## config.mk

```make
export PLATFORM = sky130hd
export DESIGN_NAME = arq_retransmit_tracker
export DESIGN_NICKNAME = d
export VERILOG_FILES = /design/src/sv/arq_rt_pkg.sv /design/src/sv/arq_retransmit_tracker.sv /design/src/sv/arq_rt_cell.sv
export SDC_FILE = /design/constraint.sdc
export NUM_CORES = 2
export LEC_CHECK = 0
export BUFFER_PORTS_ARGS = -buffer_cell sky130_fd_sc_hd__buf_2
export CAP_MARGIN = 25
export CORE_ASPECT_RATIO = 2
export CORE_MARGIN = 8
export CORE_UTILIZATION = 52
export CTS_CLUSTER_SIZE = 20
export DETAILED_ROUTE_END_ITERATION = 12
export GPL_TIMING_DRIVEN = 1
export MAX_ROUTING_LAYER = met4
export PLACE_DENSITY_LB_ADDON = 0.25
export RECOVER_POWER = 50
export SYNTH_ARGS = -nofsm -noshare
export SYNTH_HDL_FRONTEND = slang
export SYNTH_SLANG_ARGS = --single-unit
```

## constraint.sdc

```tcl
create_clock -name clk -period 15.31 [get_ports clk]
set_input_delay 0.7655 -clock clk [delete_from_list [all_inputs] [get_ports clk]]
set_output_delay 0.7655 -clock clk [all_outputs]
set_load 0.05 [all_outputs]
```

## src/sv/arq_rt_pkg.sv

```systemverilog
`timescale 1ns / 1ps
// ----------------------------------------------------------------------------
// arq_rt_pkg
// Types and codes shared by the retransmit tracker and its table cells.
// ----------------------------------------------------------------------------
package arq_rt_pkg;

    localparam int MAX_RESULTS = 16;
    localparam int RES_W       = $clog2(MAX_RESULTS + 1);

    localparam logic [1:0] ACT_ENQUEUE = 2'd0;
    localparam logic [1:0] ACT_ACK     = 2'd1;
    localparam logic [1:0] ACT_NAK     = 2'd2;
    localparam logic [1:0] ACT_TICK    = 2'd3;

    localparam logic [3:0] EV_FIRST     = 4'd0;
    localparam logic [3:0] EV_RESEND    = 4'd1;
    localparam logic [3:0] EV_ACKED     = 4'd2;
    localparam logic [3:0] EV_NAKED     = 4'd3;
    localparam logic [3:0] EV_TIMEOUT   = 4'd4;
    localparam logic [3:0] EV_SENDERR   = 4'd5;
    localparam logic [3:0] EV_STRAY_ACK = 4'd6;
    localparam logic [3:0] EV_STRAY_NAK = 4'd7;
    localparam logic [3:0] EV_FULL      = 4'd8;

    localparam logic [7:0] SEQ_MAX = 8'hFF;
    localparam logic [7:0] ATT_MAX = 8'd255;

    typedef struct packed {
        logic [1:0]  action;
        logic [31:0] now_ms;
        logic [7:0]  seq;
        logic [7:0]  peer_status;
        logic [7:0]  max_attempts;
        logic [31:0] retry_interval;
        logic        send_ok;
    } req_t;

    typedef struct packed {
        logic [3:0] event_res;
        logic [7:0] out_seq;
        logic [7:0] out_status;
        logic       last;
    } evt_t;

    typedef struct packed {
        logic [7:0]  seq;
        logic [7:0]  attempts;
        logic [31:0] sent_at;
        logic [7:0]  limit;
        logic [31:0] interval;
    } entry_t;

    typedef struct packed {
        logic load;
        logic shift;
        logic bump;
    } cell_ctrl_t;

endpackage

```

## src/sv/arq_retransmit_tracker.sv

```systemverilog
`timescale 1ns / 1ps
// Enqueue skips sequence numbers in use in S_SEQ; ack/nak pass through S_ACK;
// tick walks the table in S_TICK, results leave as they are found; all end in S_FLUSH.
// Throughput: one beat at a time; table walk one entry per cycle, unless stalled.
// Reset: table empty, next sequence number 1, output register empty.
// ----------------------------------------------------------------------------
// arq_retransmit_tracker
// Ordered table of frames awaiting acknowledgement, built as a chain of cells.
// ----------------------------------------------------------------------------
module arq_retransmit_tracker
#(
    parameter int TABLE_DEPTH = 16
)
(
    input  logic              clk,
    input  logic              rst_n,
    input  logic              req_valid,
    output logic              req_stall,
    input  arq_rt_pkg::req_t  req,
    output logic              evt_valid,
    input  logic              evt_stall,
    output arq_rt_pkg::evt_t  evt
);
    import arq_rt_pkg::*;

    localparam int CNT_W = $clog2(TABLE_DEPTH + 1);
    localparam int IDX_W = (TABLE_DEPTH > 1) ? $clog2(TABLE_DEPTH) : 1;

    typedef enum logic [4:0] {
        S_IDLE  = 5'b00001,
        S_SEQ   = 5'b00010,
        S_ACK   = 5'b00100,
        S_TICK  = 5'b01000,
        S_FLUSH = 5'b10000
    } state_t;

    state_t            state_reg, state_next;
    req_t              item_reg, item_next;
    logic [CNT_W-1:0]  count_reg, count_next;
    logic [7:0]        nseq_reg, nseq_next;
    logic [CNT_W-1:0]  cur_reg, cur_next;
    logic [RES_W-1:0]  nres_reg, nres_next;
    evt_t              pend_reg, pend_next;
    logic              pend_valid_reg, pend_valid_next;
    evt_t              out_reg, out_next;
    logic              out_valid_reg, out_valid_next;

    entry_t            cell_q [TABLE_DEPTH];
    cell_ctrl_t        ctrl   [TABLE_DEPTH];
    entry_t            new_entry;

    logic              can_push;
    logic              push_en;
    evt_t              push_data;
    logic              in_use;
    logic              hit;
    logic [IDX_W-1:0]  hit_idx;
    logic              load_en;
    logic [IDX_W-1:0]  load_idx;
    logic              shift_en;
    logic [IDX_W-1:0]  rm_idx;
    logic              bump_en;
    entry_t            cur_e;
    logic [31:0]       elapsed;
    logic              expired;
    logic              left;

    genvar g;
    generate
        for (g = 0; g < TABLE_DEPTH; g++)
        begin : g_cell
            if (g < TABLE_DEPTH - 1)
            begin : g_mid
                arq_rt_cell u_cell (
                    .clk       (clk),
                    .ctrl      (ctrl[g]),
                    .new_entry (new_entry),
                    .nbr       (cell_q[g + 1]),
                    .entry     (cell_q[g])
                );
            end
            else
            begin : g_end
                arq_rt_cell u_cell (
                    .clk       (clk),
                    .ctrl      (ctrl[g]),
                    .new_entry (new_entry),
                    .nbr       (cell_q[g]),
                    .entry     (cell_q[g])
                );
            end
        end
    endgenerate

    assign can_push = !out_valid_reg || !evt_stall;

    always_comb
    begin
        in_use  = 1'b0;
        hit     = 1'b0;
        hit_idx = '0;
        for (int j = 0; j < TABLE_DEPTH; j++)
        begin
            if (CNT_W'(j) < count_reg)
            begin
                if (cell_q[j].seq == nseq_reg)
                begin
                    in_use = 1'b1;
                end
                if (!hit && cell_q[j].seq == item_reg.seq)
                begin
                    hit     = 1'b1;
                    hit_idx = IDX_W'(j);
                end
            end
        end
    end

    assign cur_e   = cell_q[cur_reg[IDX_W-1:0]];
    assign elapsed = item_reg.now_ms - cur_e.sent_at;
    assign expired = elapsed >= cur_e.interval;
    assign left    = (cur_e.limit == 8'd0) || (cur_e.attempts < cur_e.limit);

    always_comb
    begin
        new_entry.seq      = nseq_reg;
        new_entry.attempts = 8'd1;
        new_entry.sent_at  = item_reg.now_ms;
        new_entry.limit    = item_reg.max_attempts;
        new_entry.interval = item_reg.retry_interval;
    end

    always_comb
    begin
        state_next      = state_reg;
        item_next       = item_reg;
        count_next      = count_reg;
        nseq_next       = nseq_reg;
        cur_next        = cur_reg;
        nres_next       = nres_reg;
        pend_next       = pend_reg;
        pend_valid_next = pend_valid_reg;
        push_en         = 1'b0;
        push_data       = pend_reg;
        load_en         = 1'b0;
        load_idx        = count_reg[IDX_W-1:0];
        shift_en        = 1'b0;
        rm_idx          = hit_idx;
        bump_en         = 1'b0;

        unique case (state_reg)
            S_IDLE:
            begin
                if (req_valid)
                begin
                    item_next       = req;
                    cur_next        = '0;
                    nres_next       = '0;
                    pend_valid_next = 1'b0;
                    priority if (req.action == ACT_ENQUEUE)
                    begin
                        if (count_reg >= CNT_W'(TABLE_DEPTH))
                        begin
                            pend_next       = '{EV_FULL, 8'd0, 8'd0, 1'b0};
                            pend_valid_next = 1'b1;
                            state_next      = S_FLUSH;
                        end
                        else
                        begin
                            state_next = S_SEQ;
                        end
                    end
                    else if (req.action == ACT_TICK)
                    begin
                        state_next = S_TICK;
                    end
                    else
                    begin
                        state_next = S_ACK;
                    end
                end
            end
            S_SEQ:
            begin
                nseq_next = (nseq_reg == SEQ_MAX) ? 8'd1 : nseq_reg + 8'd1;
                if (!in_use)
                begin
                    load_en         = 1'b1;
                    pend_valid_next = 1'b1;
                    state_next      = S_FLUSH;
                    if (item_reg.send_ok)
                    begin
                        count_next = count_reg + CNT_W'(1);
                        pend_next  = '{EV_FIRST, nseq_reg, 8'd0, 1'b0};
                    end
                    else
                    begin
                        pend_next = '{EV_SENDERR, nseq_reg, 8'd0, 1'b0};
                    end
                end
            end
            S_ACK:
            begin
                pend_valid_next = 1'b1;
                state_next      = S_FLUSH;
                if (hit)
                begin
                    shift_en   = 1'b1;
                    count_next = count_reg - CNT_W'(1);
                    pend_next  = '{(item_reg.action == ACT_ACK) ? EV_ACKED : EV_NAKED,
                                   item_reg.seq, item_reg.peer_status, 1'b0};
                end
                else
                begin
                    pend_next = '{(item_reg.action == ACT_ACK) ? EV_STRAY_ACK : EV_STRAY_NAK,
                                  item_reg.seq, item_reg.peer_status, 1'b0};
                end
            end
            S_TICK:
            begin
                rm_idx = cur_reg[IDX_W-1:0];
                if (cur_reg >= count_reg || nres_reg == RES_W'(MAX_RESULTS))
                begin
                    state_next = S_FLUSH;
                end
                else if (!expired)
                begin
                    cur_next = cur_reg + CNT_W'(1);
                end
                else if (!pend_valid_reg || can_push)
                begin
                    push_en         = pend_valid_reg;
                    pend_valid_next = 1'b1;
                    nres_next       = nres_reg + RES_W'(1);
                    if (left && item_reg.send_ok)
                    begin
                        bump_en   = 1'b1;
                        cur_next  = cur_reg + CNT_W'(1);
                        pend_next = '{EV_RESEND, cur_e.seq, 8'd0, 1'b0};
                    end
                    else
                    begin
                        shift_en   = 1'b1;
                        count_next = count_reg - CNT_W'(1);
                        pend_next  = '{left ? EV_SENDERR : EV_TIMEOUT, cur_e.seq, 8'd0, 1'b0};
                    end
                end
            end
            S_FLUSH:
            begin
                push_data.last = 1'b1;
                if (!pend_valid_reg)
                begin
                    state_next = S_IDLE;
                end
                else if (can_push)
                begin
                    push_en         = 1'b1;
                    pend_valid_next = 1'b0;
                    state_next      = S_IDLE;
                end
            end
            default:
            begin
                state_next = S_IDLE;
            end
        endcase
    end

    always_comb
    begin
        for (int j = 0; j < TABLE_DEPTH; j++)
        begin
            ctrl[j].load  = load_en && (IDX_W'(j) == load_idx);
            ctrl[j].shift = shift_en && (IDX_W'(j) >= rm_idx) && (j < TABLE_DEPTH - 1);
            ctrl[j].bump  = bump_en && (IDX_W'(j) == cur_reg[IDX_W-1:0]);
        end
    end

    always_comb
    begin
        out_next       = out_reg;
        out_valid_next = out_valid_reg;
        if (push_en)
        begin
            out_next       = push_data;
            out_valid_next = 1'b1;
        end
        else if (!evt_stall)
        begin
            out_valid_next = 1'b0;
        end
    end

    always_ff @(posedge clk or negedge rst_n)
    begin
        if (!rst_n)
        begin
            state_reg      <= S_IDLE;
            count_reg      <= '0;
            nseq_reg       <= 8'd1;
            pend_valid_reg <= 1'b0;
            out_valid_reg  <= 1'b0;
            cur_reg        <= '0;
            nres_reg       <= '0;
        end
        else
        begin
            state_reg      <= state_next;
            count_reg      <= count_next;
            nseq_reg       <= nseq_next;
            pend_valid_reg <= pend_valid_next;
            out_valid_reg  <= out_valid_next;
            cur_reg        <= cur_next;
            nres_reg       <= nres_next;
        end
    end

    always_ff @(posedge clk)
    begin
        item_reg <= item_next;
        pend_reg <= pend_next;
        out_reg  <= out_next;
    end

    assign req_stall = (state_reg != S_IDLE);
    assign evt_valid = out_valid_reg;
    assign evt       = out_reg;

endmodule

```

## src/sv/arq_rt_cell.sv

```systemverilog
`timescale 1ns / 1ps
// ----------------------------------------------------------------------------
// arq_rt_cell
// One table slot: load a new entry, take the neighbor's entry on removal,
// or restamp and count a resend.
// ----------------------------------------------------------------------------
module arq_rt_cell
(
    input  logic                   clk,
    input  arq_rt_pkg::cell_ctrl_t ctrl,
    input  arq_rt_pkg::entry_t     new_entry,
    input  arq_rt_pkg::entry_t     nbr,
    output arq_rt_pkg::entry_t     entry
);
    import arq_rt_pkg::*;

    entry_t entry_reg;
    entry_t entry_next;

    always_comb
    begin
        entry_next = entry_reg;
        priority if (ctrl.load)
        begin
            entry_next = new_entry;
        end
        else if (ctrl.shift)
        begin
            entry_next = nbr;
        end
        else if (ctrl.bump)
        begin
            entry_next.sent_at = new_entry.sent_at;
            if (entry_reg.attempts != ATT_MAX)
            begin
                entry_next.attempts = entry_reg.attempts + 8'd1;
            end
        end
        else
        begin
            entry_next = entry_reg;
        end
    end

    always_ff @(posedge clk)
    begin
        entry_reg <= entry_next;
    end

    assign entry = entry_reg;

endmodule

```

==> qor.txt <==
clk_lat worst skew -> 0.81 ns
vias in the first global route -> 55220
Final Hold Fails -> 0
core area -> 155000 um^2
CP Max Fanout -> 44
mapped cell area -> 81100 um^2
Max Freq -> 76.3 MHz
largest net degree at the start of global routing -> 108
hold crit path type -> in -> reg
Async SR Flop Fraction -> 0.0191
DPL Wire Length -> 152 mm
critical path data required time -> 15.70 ns
setup violators final -> 0
grt ovf -> 0
Setup TNS -> 0 ns
# H-tree levels -> 4
Die ar. -> 170000 um^2
crit path DAT -> 13.50 ns
Slew headroom -> -1.92
Hold WS -> 0.125 ns
Syn Nets -> 5831
# Max-Cap Violations -> 22
Via-to-Cell Ratio -> 7.03
share of cells above drive strength 1 -> 0.225
Worst-path clk slew -> 0.07 ns
total number of vias -> 54240
initial DRC count -> 6215
Yosys cell types -> 86
RSZ-0062 raised after global routing -> no
initial antenna violation count -> 5
Min Clock Period, post-route -> 13.11 ns
status -> finished with violations
number of synthesized flops with an enable pin -> 1412
Leak -> 28.2 nW
Die X-Extent -> 295 um
Final Max Slew Viols -> 784
Clock Skews -> 0.0537 ns
Syn Area/Cell -> 14.4 um^2
DRT Pass-1 Iters -> 6
most common flop cell mapped by yosys -> edfxtp_1
reg2reg setup slack -> 2.20 ns
postcts setup bufs -> 0
yosys warns -> 0
I/O Buffers -> 117
die height -> 575 um
Routed Antenna Nets -> 0
Least-Margin Pin Slew -> 4.38 ns
post-DR wirelength/cell -> 33.5 um
WL final -> 258 mm
final worst-path cycle share -> 0.856
Worst VDD drop -> 0.115 mV
crit path capture type -> register
CP peak stage delay -> 1.64 ns
number of nets in the layout -> 5732
CP Launch Type -> register
Area Overhead vs Synth -> 8.65%
Resized cells post-CTS -> 0
sequential fraction of the synthesis area -> 0.563
I/O pin count -> 118
clock buffer depth -> 4
GPL Wtd Cong -> 0.953
root buffer cell -> clkbuf_16
total track usage -> 0.308
failing checks -> capacitance limit, slew limit
slowest CP cell -> and2_0
CTS Buf Count -> 151
kind of critical path -> reg -> reg
pwr/cell area -> 133 nW/um^2
CTS tree -> yes
Post-CTS Hold Fix Bufs -> 0
Post-route DRC -> 0
# rows -> 205
first-pass GRT wire length -> 378 mm
# clock sinks -> 1570
number of flip-flops under the largest register name -> 1320
synthesized flop and latch total -> 1570
initial core utilization -> 0.522
post-synthesis cell count -> 5630
Layout fillers -> 12323
## layout by cell type, fill, tap and decap left out, drive strengths merged, types with 13 or more instances in the layout
master,count
dfrtp,28
nand3,47
nand2,454
or2,21
clkinv,49
and3,44
edfxtp,1412
xnor2,272
nand4,113
mux2i,37
nand2b,20
a31oi,18
and2,29
bufinv,15
xor2,117
nor2b,18
a21o,23
o21ai,68
a211oi,45
a31o,13
o31ai,38
a22o,731
ha,105
nor4,19
clkbuf,263
nor2,139
inv,113
mux4,431
nor3,60
dfxtp,128
a21oi,66
buf,180
mux2,380
## cell families after synthesis
family | Yosys count | synth area share
multiplexers | 848 | 0.177
AO/OA/AOI/OAI | 1104 | 0.112
adder cells (fa/ha/maj) | 106 | 0.0164
buffers and inverters | 615 | 0.0314
AND/OR/NAND/NOR | 998 | 0.0578
XOR/XNOR | 389 | 0.0420
flip-flops | 1570 | 0.563
## power by group
group	switching [mW]	total, mW	internal, mW	leakage, nW
clock	1.66	3.80	2.14	2.35
sequential	0.492	5.66	5.17	13.6
combinational	1.28	2.29	1.01	12.3
## worst max-delay path, delay by kind of cell, from the launching register on
family	cells	cell delay, ns
simple gates	5	3.17
mux	2	1.10
flops	1	1.13
compound gates	13	3.98
buf+inv	6	2.49
xor+xnor	1	0.08
fa+ha+maj	2	0.57
## Yosys cell counts (111+ instances only)
cell	n	area [um^2]
nor2_1	139	522
mux2_2	371	4180
mux4_2	431	9710
dfxtp_1	128	2560
nand2_1	454	1700
xnor2_1	272	2380
clkbuf_1	324	1220
edfxtp_1	1412	42400
a22o_1	731	6400
nand4_1	113	707
inv_1	111	417
xor2_1	117	1020
buf_2	124	621
## layer usage
layer / track usage / wire (um)
met3: 0.0575 / 25600
met1: 0.376 / 92100
met4: 0.156 / 15800
met2: 0.491 / 125000
met5: - / 0
## final cells by class
cell class	instances	area, um^2	share of cell area
multi-input cells	3445	33000	0.375
repair buffers	252	1580	0.0179
flip-flops and latches	1570	45700	0.519
clock inverters	70	746	0.00846
well taps	2070	2590	0.0294
inverters	111	417	0.00473
diodes	5	12.5	0.000142
clock buffers	191	4070	0.0461
## final timing paths
check | start | endpoint | depth (start not counted)
setup / recovery | cur_reg[0] | g_cell[3].g_mid.u_cell.entry[66] | 29
min in group asynchronous | rst_n | nseq_reg[1] | 1
hold / removal | req[27] | item_reg[27] | 1
hold reg to reg | pend_reg[18] | evt[18] | 0
setup reg to reg | cur_reg[0] | g_cell[3].g_mid.u_cell.entry[66] | 29
max in group asynchronous | rst_n | cur_reg[1] | 1
## metrics by stage
step | setup WS, ns | std cells | total power, mW | cell area [um^2] | util
CTS | 3.58 | 7705 | 11.8 | 88400 | 0.569
global route | 1.60 | 7712 | 12.1 | 88200 | 0.567
global placement | 3.73 | 7440 | 7.91 | 83500 | 0.537
detailed placement | 3.62 | 7444 | 8.00 | 83600 | 0.538
floorplan | 4.35 | 5630 | 7.19 | 81100 | -
finish | 2.20 | 7714 | 11.7 | 88200 | 0.567
Note: power is estimated with default switching activity, not from simulation.
